File: config.mk
export PLATFORM = sky130hd
export DESIGN_NAME = csv_byte_tokenizer_core
export DESIGN_NICKNAME = d
export VERILOG_FILES = /design/src/rtl/cbt_pkg.sv /design/src/rtl/cbt_in_stage.sv /design/src/rtl/cbt_step_logic.sv /design/src/rtl/cbt_out_stage.sv /design/src/rtl/csv_byte_tokenizer_core.sv
export SDC_FILE = /design/constraint.sdc
export NUM_CORES = 1
export LEC_CHECK = 0
export ABC_CLOCK_PERIOD_IN_PS = 1610
export BUFFER_PORTS_ARGS = -buffer_cell sky130_fd_sc_hd__buf_2
export CAP_MARGIN = 15
export CORE_AREA = 2 2 56 58
export DETAILED_ROUTE_END_ITERATION = 7
export DIE_AREA = 0 0 58 60
export PLACE_DENSITY_LB_ADDON = 0.12
export SKIP_CTS_REPAIR_TIMING = 1
export SLEW_MARGIN = 0
export SYNTH_ARGS = -nofsm -noshare
export SYNTH_HDL_FRONTEND = slang
export SYNTH_SLANG_ARGS = --single-unit
File: constraint.sdc
create_clock -name clk -period 1.61 [get_ports clk]
set_input_delay 0.161 -clock clk [delete_from_list [all_inputs] [get_ports clk]]
set_output_delay 0.161 -clock clk [all_outputs]
set_load 0.02 [all_outputs]
File: src/rtl/cbt_pkg.sv
`timescale 1ns / 1ps

package cbt_pkg;

    localparam logic [7:0] CH_QUOTE = 8'h22;
    localparam logic [7:0] CH_COMMA = 8'h2C;
    localparam logic [7:0] CH_LF    = 8'h0A;
    localparam logic [7:0] CH_CR    = 8'h0D;

    localparam logic ACT_BYTE = 1'b0;
    localparam logic ACT_END  = 1'b1;

    localparam logic [1:0] KIND_DATA  = 2'd0;
    localparam logic [1:0] KIND_FIELD = 2'd1;
    localparam logic [1:0] KIND_ROW   = 2'd2;

    typedef struct packed {
        logic action;
        logic [7:0] text_byte;
    } item_t;

    typedef struct packed {
        logic valid;
        logic [1:0] token_kind;
        logic [7:0] data_byte;
    } token_t;

    typedef struct packed {
        logic inside_quotes;
        logic quote_pending;
        logic after_carriage_return;
        logic field_has_data;
        logic row_has_fields;
    } flags_t;

endpackage

File: src/rtl/cbt_in_stage.sv
`timescale 1ns / 1ps

module cbt_in_stage
    import cbt_pkg::*;
(
    input  logic  clk,
    input  logic  rst_n,
    input  logic  in_valid,
    output logic  in_ready,
    input  item_t in_item,
    output logic  held_valid,
    output item_t held_item,
    input  logic  advance
);

    logic  valid_reg;
    logic  valid_next;
    item_t item_reg;

    // room when empty or when the held word leaves this cycle
    assign in_ready   = !valid_reg || advance;
    assign valid_next = in_valid ? 1'b1 : (valid_reg && !advance);

    always_ff @(posedge clk or negedge rst_n)
    begin
        if (!rst_n)
        begin
            valid_reg <= 1'b0;
        end
        else
        begin
            valid_reg <= valid_next;
        end
    end

    always_ff @(posedge clk)
    begin
        if (in_valid && in_ready)
        begin
            item_reg <= in_item;
        end
    end

    assign held_valid = valid_reg;
    assign held_item  = item_reg;

endmodule

File: src/rtl/cbt_step_logic.sv
`timescale 1ns / 1ps

module cbt_step_logic
    import cbt_pkg::*;
(
    input  logic   clk,
    input  logic   rst_n,
    input  logic   step,
    input  item_t  item,
    output token_t token
);

    flags_t flags_reg;
    flags_t flags_next;
    flags_t f;
    token_t tok;
    logic [7:0] c;

    assign c = item.text_byte;

    always_comb
    begin
        f   = flags_reg;
        tok = '0;
        if (item.action == ACT_END)
        begin
            f = '0;
            if (flags_reg.field_has_data || flags_reg.row_has_fields)
            begin
                tok.valid      = 1'b1;
                tok.token_kind = KIND_ROW;
            end
        end
        else if (flags_reg.after_carriage_return && c == CH_LF)
        begin
            // lf of a cr-lf pair is swallowed
            f.after_carriage_return = 1'b0;
        end
        else
        begin
            f.after_carriage_return = 1'b0;
            if (flags_reg.quote_pending && c == CH_QUOTE)
            begin
                // doubled quote inside quotes
                f.quote_pending  = 1'b0;
                f.field_has_data = 1'b1;
                tok.valid        = 1'b1;
                tok.token_kind   = KIND_DATA;
                tok.data_byte    = CH_QUOTE;
            end
            else
            begin
                if (flags_reg.quote_pending)
                begin
                    f.quote_pending = 1'b0;
                    f.inside_quotes = 1'b0;
                end
                if (c == CH_QUOTE)
                begin
                    if (f.inside_quotes)
                    begin
                        f.quote_pending = 1'b1;
                    end
                    else
                    begin
                        f.inside_quotes = 1'b1;
                    end
                end
                else if (!f.inside_quotes && c == CH_COMMA)
                begin
                    f.field_has_data = 1'b0;
                    f.row_has_fields = 1'b1;
                    tok.valid        = 1'b1;
                    tok.token_kind   = KIND_FIELD;
                end
                else if (!f.inside_quotes && (c == CH_CR || c == CH_LF))
                begin
                    f.field_has_data        = 1'b0;
                    f.row_has_fields        = 1'b0;
                    f.after_carriage_return = (c == CH_CR);
                    tok.valid               = 1'b1;
                    tok.token_kind          = KIND_ROW;
                end
                else
                begin
                    f.field_has_data = 1'b1;
                    tok.valid        = 1'b1;
                    tok.token_kind   = KIND_DATA;
                    tok.data_byte    = c;
                end
            end
        end
    end

    assign flags_next = step ? f : flags_reg;
    assign token      = tok;

    always_ff @(posedge clk or negedge rst_n)
    begin
        if (!rst_n)
        begin
            flags_reg <= '0;
        end
        else
        begin
            flags_reg <= flags_next;
        end
    end

endmodule

File: src/rtl/cbt_out_stage.sv
`timescale 1ns / 1ps

module cbt_out_stage
    import cbt_pkg::*;
(
    input  logic       clk,
    input  logic       rst_n,
    input  logic       load,
    input  token_t     token,
    output logic       room,
    output logic       out_valid,
    input  logic       out_ready,
    output logic [1:0] out_kind,
    output logic [7:0] out_data
);

    logic       valid_reg;
    logic       valid_next;
    logic [1:0] kind_reg;
    logic [7:0] data_reg;

    assign room       = !valid_reg || out_ready;
    assign valid_next = (load && token.valid) ? 1'b1 : (valid_reg && !out_ready);

    always_ff @(posedge clk or negedge rst_n)
    begin
        if (!rst_n)
        begin
            valid_reg <= 1'b0;
        end
        else
        begin
            valid_reg <= valid_next;
        end
    end

    always_ff @(posedge clk)
    begin
        if (load && token.valid)
        begin
            kind_reg <= token.token_kind;
            data_reg <= token.data_byte;
        end
    end

    assign out_valid = valid_reg;
    assign out_kind  = kind_reg;
    assign out_data  = data_reg;

endmodule

File: src/rtl/csv_byte_tokenizer_core.sv
`timescale 1ns / 1ps

// CSV tokenizer: one text byte (or an end-of-input word) per cycle in, at most
// one token out per word. A word is registered in the input stage, run through
// the quote/comma/line-end flag logic and lands in the output register; the
// block keeps up with one word every cycle for as long as the output side
// takes them. Quotes other than the second of a doubled pair, a swallowed lf
// after cr and an end of input with nothing open produce no output word.
// After end of input all flags are back at their reset values.
module csv_byte_tokenizer_core
    import cbt_pkg::*;
(
    input  logic       clk,
    input  logic       rst_n,
    input  logic       s_axis_tvalid,
    output logic       s_axis_tready,
    input  logic [7:0] s_axis_tdata,   // [7:0] text_byte
    input  logic       s_axis_tuser,   // [0] action
    output logic       m_axis_tvalid,
    input  logic       m_axis_tready,
    output logic [7:0] m_axis_tdata,   // [7:0] data_byte
    output logic [1:0] m_axis_tuser    // [1:0] token_kind
);

    item_t  in_item;
    item_t  held_item;
    logic   held_valid;
    logic   room;
    logic   advance;
    token_t token;

    assign in_item.action    = s_axis_tuser;
    assign in_item.text_byte = s_axis_tdata;

    // a held word moves on whenever the output register can take its token
    assign advance = held_valid && room;

    cbt_in_stage u_in
    (
        .clk        (clk),
        .rst_n      (rst_n),
        .in_valid   (s_axis_tvalid),
        .in_ready   (s_axis_tready),
        .in_item    (in_item),
        .held_valid (held_valid),
        .held_item  (held_item),
        .advance    (advance)
    );

    cbt_step_logic u_step
    (
        .clk   (clk),
        .rst_n (rst_n),
        .step  (advance),
        .item  (held_item),
        .token (token)
    );

    cbt_out_stage u_out
    (
        .clk       (clk),
        .rst_n     (rst_n),
        .load      (advance),
        .token     (token),
        .room      (room),
        .out_valid (m_axis_tvalid),
        .out_ready (m_axis_tready),
        .out_kind  (m_axis_tuser),
        .out_data  (m_axis_tdata)
    );

endmodule

==> results of run 1 <==
-- through the flow --
| stage | area (sq um) | setup WS, ps |
|---|---|---|
| finish | 1720 | -99.6 |
| global route | 1720 | -209 |
| CTS | 1540 | -134 |
| detailed placement | 1490 | -111 |
| global placement | 1490 | -98.3 |
| floorplan | 1240 | 27.2 |
-- worst register-to-register path: cells and delay by family, from the launching register on --
kind,cells,cell delay [ps]
DFF,1,500
and+or+nand+nor,4,990
-- worst paths after layout --
check	startpoint	endpoint	slack [ps]
setup reg to reg	u_in.held_item[6]	u_out.out_data[3]	-100
setup / recovery	u_in.held_item[6]	u_out.out_data[3]	-100
max in group asynchronous	rst_n	u_step.flags_reg[2]	1290
min in group asynchronous	rst_n	u_step.flags_reg[1]	170
hold reg to reg	u_step.flags_reg[0]	u_step.flags_reg[0]	550
hold / removal	s_axis_tvalid	u_in.held_valid	10
-- logic make-up after synthesis --
family	Yosys count	share of synthesized area, %
simple gates	47	27.0
flops	26	60.6
buf+inv	4	1.32
compound gates	18	11.1
-- Yosys cell counts, types with 2 or more instances --
library cell / count / area share, %
sky130_fd_sc_hd__nor3b_1: 2 / 1.2
sky130_fd_sc_hd__nor2_1: 7 / 2.1
sky130_fd_sc_hd__o211a_1: 2 / 1.6
sky130_fd_sc_hd__nand3_1: 3 / 1.2
sky130_fd_sc_hd__dfrtp_1: 7 / 14
sky130_fd_sc_hd__edfxtp_1: 19 / 46
sky130_fd_sc_hd__and2_1: 10 / 5.1
sky130_fd_sc_hd__nand2_1: 7 / 2.1
sky130_fd_sc_hd__inv_1: 3 / 0.92
sky130_fd_sc_hd__a21o_1: 2 / 1.2
sky130_fd_sc_hd__nand2b_1: 3 / 1.5
sky130_fd_sc_hd__and3_4: 2 / 1.8
sky130_fd_sc_hd__o21ai_0: 6 / 2.4
-- metal layers --
metal,vias to the layer above,global-route usage (%),wire (um)
li1,464,-,-
met1,455,19.7,1080
met2,31,24.5,1260
met3,7,2.38,108
met4,0,9.30,76
met5,-,0,0
-- report_power, final --
group / total [mW] / internal (mW) / switching [mW]
Clock: 0.455 / 0.252 / 0.203
Combinational: 0.294 / 0.136 / 0.157
Sequential: 0.819 / 0.785 / 0.0340
-- final cells by class --
class / count / area (sq um) / share of cell area [%]
clock buffer: 3 / 22.5 / 1.31
tap: 33 / 41.3 / 2.40
timing repair buffer: 50 / 344 / 20.0
multi-input combinational: 66 / 528 / 30.6
sequential: 26 / 746 / 43.3
clock inverter: 1 / 30.0 / 1.74
inverter: 3 / 11.3 / 0.654
==> impl_summary.md, run 1 <==
Critical path
The arrival time reported for the critical path endpoint is 1810 ps. The signal on the critical path passes through nor4_4 -> nand3_1 -> and3_4 -> and2_1. Along the worst path, the maximum fanout reaches 7. The depth of the most critical reg-to-reg path is 4. The number of logic stages on the critical path including buffering is 4. The worst setup path is of the flop to flop kind.

The required arrival time at the worst endpoint is 1710 ps. The worst setup path is captured at a flop. The cell with the biggest individual delay on the critical path is sky130_fd_sc_hd__edfxtp_1. The count of buffering cells on the critical path with inverters included is 0. The delay contributed by the slowest stage of the critical path is 500 ps. Grouping stages by cell kind, the critical path spends the most delay in simple AND/OR/NAND/NOR gates. STA classifies the critical path startpoint as a flop.

Floorplanning
Measured along the y axis, the die boundary spans 60 um. The core region is 2900 sq um. Row generation in the floorplan step produced 20 rows. The number of top-level pins is 25.

The horizontal die dimension is 58 um. The die covers 3480 sq um. Once the floorplan was initialized, standard cells occupied 42.4% of the core.

Layout
In the final layout, the share of cells above drive strength 1 is 45.0%. Fill cells in the final layout number 242. The final net count is 163. The area growth from synthesis to layout is 40.1%. The count of non-filler cells in the finished layout is 182.

The library cell used most frequently in the layout, excluding fill and tap cells, is sky130_fd_sc_hd__buf_2. In the layout the commonest cells are sky130_fd_sc_hd__buf_2, sky130_fd_sc_hd__edfxtp_1, sky130_fd_sc_hd__buf_4. 0 antenna diodes ended up in the layout.

The register with the most flip-flops in the layout has 9 of them. Measured on the finished design, the core utilization comes to 59.4%.

Power and ir drop
Power spread over the standard cell area amounts to 910 nW/um^2. The design draws 1.57 mW. The peak ir drop on the vdd network is 0.000600 V. The cell leakage power is 0.712 nW.

Logic synthesis
In this run, distinct cell masters in the synthesized netlist total 35. The most used flip-flop cell after synthesis is sky130_fd_sc_hd__edfxtp_1. A synthesized cell averages 12.9 sq um. Yosys printed 0 warnings. The post-synthesis sequential area ratio is 60.6%. The cell count after synthesis is 95.

When the netlist entered floorplanning its net count stood at 108. Of all flip-flops after synthesis, the portion carrying an async set or reset was 26.9%. The flop and latch count out of synthesis is 26. The synthesized design contains 19 enable-type register cells. The area of the mapped netlist is 1230 sq um.

Global route
The number of global-route vias before repair came to 908. Summed over all layers, the global routing overflow is 0. The global-route usage over all layers is 15.3%. The first global-routing pass estimated 4000 um of wire. The number of antenna violations at the first check in global routing is 0.

Entering global routing, the biggest net connects 16 pins.

Clocking
The clock drives 26 sinks. At the later pin of the worst-skew pair, clock insertion delay measures 330 ps. The clock tree from TritonCTS is yes. No sink is reached through more buffers than the 2 on the longest clock path. The CTS H-tree depth is 1. CTS placed an instance of sky130_fd_sc_hd__clkbuf_4 at the clock tree root. Clock-pin slew was measured on the worst setup and hold paths at 150 ps.

Counting the buffers created by CTS gives 3.

Route
The average wire per cell in the routed design is 13.8 um. The number of DRC markers in iteration 0 is 34. The detailed-route wire length is 2520 um.

The total number of vias is 957. The detailed-route DRC error count is 0. The first detailed-routing pass ran for 4 iterations.

Using the TritonRoute via totals, the vias-per-cell ratio works out to 5.26. The remaining antenna violation count after routing is 0.

STA
The minimum period implied by the final worst setup slack is 1710 ps. At the pin with the least slew margin, the transition time is 383 ps. Across the routed clock network, the largest skew measured is 8.65 ps. After layout, the worst setup slack is -99.6 ps.

The max-slew violation count came to 0. The count of endpoints failing setup in the final report is 17. The setup total negative slack is -1380 ps. The post-route fraction of the period consumed by the critical path is 106%. In this run the tightest slew margin relative to its limit is 74.5%. The highest clock frequency the design can meet is 585 MHz. The worst hold slack is 14.7 ps. Setup repair after global routing could not meet its margin everywhere. The number of failing hold endpoints at the final stage is 0.

Placed design
The cell count after placement is 163. The routability congestion estimate from global placement is 0.894. The number of buffer cells added on primary ports is 24.

Status
The checks that failed: setup timing. The run finished, with violations left.

Hold path
Along the worst hold path, the cell count comes to 2. The worst min-delay path class is primary input to flop.

Run
Across the run, the number of max-cap violations was 0.
Note: power is estimated with default switching activity, not from simulation.
==> run 2: changes to the inputs <==
--- a/config.mk
+++ b/config.mk
@@ -5,12 +5,14 @@
 export SDC_FILE = /design/constraint.sdc
 export NUM_CORES = 1
 export LEC_CHECK = 0
-export ABC_CLOCK_PERIOD_IN_PS = 1610
+export ABC_AREA = 1
+export ABC_CLOCK_PERIOD_IN_PS = 2100
 export BUFFER_PORTS_ARGS = -buffer_cell sky130_fd_sc_hd__buf_2
 export CAP_MARGIN = 15
-export CORE_AREA = 2 2 56 58
+export CORE_AREA = 2 2 55 57
 export DETAILED_ROUTE_END_ITERATION = 7
-export DIE_AREA = 0 0 58 60
+export DIE_AREA = 0 0 57 59
+export GPL_TIMING_DRIVEN = 0
 export PLACE_DENSITY_LB_ADDON = 0.12
 export SKIP_CTS_REPAIR_TIMING = 1
 export SLEW_MARGIN = 0
==> constraint.sdc (replaced) <==
create_clock -name clk -period 2.1 [get_ports clk]
set_input_delay 0.21 -clock clk [delete_from_list [all_inputs] [get_ports clk]]
set_output_delay 0.21 -clock clk [all_outputs]
set_load 0.02 [all_outputs]
==> run 2 against run 1 <==
Compared with the run above:
- combinational power decreased by 37%
- sequential cell count unchanged
- worst setup slack improved by 460 ps
- routed wire length decreased by 16%
- critical path depth increased by 3
- synthesized cell count increased by 29%
- critical path type unchanged
- non-clock buffer count decreased by 25
- sequential share of layout area increased by 9.6 points
- fmax decreased by 1.4%
- the run now ends clean
- highest routed layer unchanged
- cell area decreased by 18%
- power decreased by 34%
- sequential power decreased by 23%
- largest cell class unchanged
==> impl_summary.md, run 2 <==
Global route
The number of global-route vias before repair is 916. The first global-routing pass estimated 3920 um of wire. Global routing used 15.0% of the available tracks. The residual overflow from global routing is 0. The number of antenna violations at the first check in global routing is 0. The largest net degree at the start of global routing is 15.

STA
Setup repair after global routing left no endpoint under its margin. The number of failing hold endpoints at the final stage is 0. The setup total negative slack is 0 ps. Based on the critical path, the design can be clocked at up to 576 MHz. The count of endpoints failing setup in the final report is 0. The post-route fraction of the period consumed by the critical path is 82.6%. The max-slew violation count came to 0. The slew at the pin with the worst max-slew slack is 501 ps. The final worst clock skew is 6.29 ps. Once routing completed, OpenROAD measured the worst setup slack at 365 ps. The minimum period implied by the final worst setup slack is 1730 ps. The remaining max-slew budget at the tightest pin is 66.6%.

Logic synthesis
The Yosys step of the flow raised 0 warnings. Of the synthesized area, sequential elements account for 61.6%. The most common cell in the synthesized netlist is sky130_fd_sc_hd__nand2_1.

In this run the cell area of the synthesized design comes to 1210 sq um. The fraction of synthesized cell area taken by the top area cell type is 47.1%. Averaged over all synthesized cells, the footprint is 9.85 sq um. The count of cell types in the netlist is 20. The flop and latch count out of synthesis is 26.

The flip-flop cell with the highest count after synthesis is sky130_fd_sc_hd__edfxtp_1. Of all cell types, the one taking the most synthesized area is sky130_fd_sc_hd__edfxtp_1. The async set or reset register ratio after synthesis is 26.9%. The number of nets in the synthesized netlist is 136. The commonest cells after synthesis are sky130_fd_sc_hd__nand2_1, sky130_fd_sc_hd__edfxtp_1, sky130_fd_sc_hd__nor2_1, sky130_fd_sc_hd__inv_1. After synthesis, the cell types taking the most area are sky130_fd_sc_hd__edfxtp_1, sky130_fd_sc_hd__dfrtp_1, sky130_fd_sc_hd__nand2_1, sky130_fd_sc_hd__nor2_1, sky130_fd_sc_hd__inv_1. Synthesis produced 123 cells. The number of flops mapped to enable cells by yosys is 19.

Clocking
The clock network latency to the later pin of the worst-skew pair is 320 ps. In this run, CTS created clock tree buffers numbering 3. The CTS H-tree depth is 1. The clock sink count is 26.

The clock passes through at most 2 buffers. The root buffer selected by CTS is sky130_fd_sc_hd__clkbuf_4. After clock tree synthesis, the clock-pin slew on the worst setup and hold paths is 140 ps. TritonCTS built the clock tree.

Placed design
The number of buffer cells added on primary ports is 24. The post-detailed-placement half-perimeter wirelength is 1630 um. Once placement finished, the instance area stood at 1370 sq um.

The routability congestion estimate from global placement is 0.826. The worst slack at placement is 168 ps.

Route
The first detailed-routing pass ran for 4 iterations. The detailed-route wire length is 2130 um. In the routed design, unresolved DRC markers number 0. Dividing the detail-routed wire length by the instance count gives 11.6 um. In this run the remaining antenna-violating nets after routing total 0.

The detailed router placed 894 vias in this run. The first routing iteration left 14 violations. Dividing the detail-routed via count by the number of cells gives 4.89.

Status
The flow ran to the end, and the final reports show no timing, DRC or antenna violations.

Layout
From synthesis to final layout, the design area changed by 16.3%. Summing all flip-flop and latch instances after layout gives 746 sq um. The register with the most flip-flops in the layout has 9 of them.

The combined area of the multi-input logic cells is 395 sq um. The number of fill cells in the layout is 266. 0 antenna diodes ended up in the layout. The final net count is 166. In the layout the commonest cells are sky130_fd_sc_hd__nand2_1, sky130_fd_sc_hd__buf_2, sky130_fd_sc_hd__edfxtp_1. The share of the core filled with cells is 52.0%. In the final layout, the share of cells above drive strength 1 is 33.6%. The most common library cell in the layout ignoring fill and taps is sky130_fd_sc_hd__nand2_1. The final design instance area without fill is 1410 sq um.

Power and ir drop
The share of total power dissipated in sequential elements is 61.0%. The clock network power share is 21.1%. Summed over all nets, the switching power comes to 0.291 mW.

The cell-internal power is 0.740 mW. In this run switching power makes up 28.2% of total power. The logic gate share of total power is 17.8%. The total power per unit cell area is 732 nW/um^2. In this run the static leakage power is 0.658 nW. Across the VDD grid, the largest voltage drop is 0.000475 V. The design draws 1.03 mW.

Floorplanning
The chip height is 59 um. The initial cell density of the core is 44.7%. The number of top-level pins is 25.

In this run the standard cell core region covers 2710 sq um. Measured along the x axis, the die boundary spans 57 um. The floorplan has 19 rows. The die area is 3360 sq um.

Critical path
The type of the setup path with the least slack is flop to flop. STA classifies the critical path startpoint as a flop. The worst setup path is captured at a flop. Of all nets on the critical path, the largest fanout is 10. The launching element of the worst setup path is u_out.out_valid. The startpoint of the lowest-slack register-to-register path is u_out.out_valid. Data on the critical path is required at its endpoint by 2080 ps. The timing endpoint of the critical path is u_out.out_kind[0].

Measured in cells, the most critical reg-to-reg path has a length of 7. The worst register-to-register path ends at u_out.out_kind[0]. The worst reg-to-reg setup slack is 370 ps.

The arrival time reported for the critical path endpoint is 1710 ps.

Run
The tool flagged a number of max-cap violations equal to 0.

Hold path
The worst min-delay path class is primary input to flop.
[run 2: cell count changes after synthesis, sizes merged, moves of 4 or more]
| cell | delta |
|---|---|
| and2 | -10 |
| inv | +15 |
| nand2 | +28 |
| nand4 | +4 |
| nor2 | +14 |
| o21ai | -4 |
[run 2: power groups by stage]
stage | sequential [mW] | clock, mW | combinational (mW)
2_1_floorplan | 0.675 | 0 | 0.0857
3_3_place_gp | 0.640 | 0 | 0.178
6_report | 0.629 | 0.218 | 0.184
3_5_place_dp | 0.641 | 0 | 0.183
5_1_grt | 0.636 | 0.247 | 0.209
4_1_cts | 0.630 | 0.224 | 0.183
[run 2: final cells by class]
class	instances	share of cell area, %
well taps	31	2.75
repair buffers	25	9.24
flip-flops and latches	26	52.9
multi-input cells	78	28.1
clock buffers	4	1.87
inverters	19	5.15
[run 2: metal layers]
metal	wire [um]	global-route usage, %
met1	979	19.8
met2	972	24.8
met3	129	2.40
met4	46	6.64
met5	0	0
[run 2: cells by family after synthesis]
logic type / Yosys count / synth area share, %
buf+inv: 19 / 5.99
compound gates: 6 / 2.79
flops: 26 / 61.6
simple gates: 72 / 29.6
[run 2: how the worst min path moves through the flow]
stage                          startpoint             endpoint  slack, ps  depth (start not counted)
after floorplan                     rst_n      u_in.held_valid        -90                          0
after global placement              rst_n  u_step.flags_reg[4]         50                          1
after detailed placement            rst_n  u_step.flags_reg[3]         60                          1
after CTS                           rst_n  u_step.flags_reg[3]       -300                          1
after global routing      s_axis_tdata[0]    u_in.held_item[0]         30                          1
final                     s_axis_tdata[3]    u_in.held_item[3]         50                          1
[run 2: worst max-delay path: stages, from the launching register on]
cell                      delay (ps)
sky130_fd_sc_hd__dfrtp_1         400
sky130_fd_sc_hd__inv_1           100
sky130_fd_sc_hd__o21ai_1         120
sky130_fd_sc_hd__inv_1           140
sky130_fd_sc_hd__nand2_1          80
sky130_fd_sc_hd__inv_2            70
sky130_fd_sc_hd__nand2_2          70
sky130_fd_sc_hd__nor2_2          400
[run 2: stage by stage]
stage | instances | hold WS (ps)
4_1_cts | 182 | -298
5_1_grt | 183 | 27.0
2_1_floorplan | 123 | -85.6
3_5_place_dp | 178 | 59.6
6_report | 183 | 49.3
3_3_place_gp | 178 | 53.3
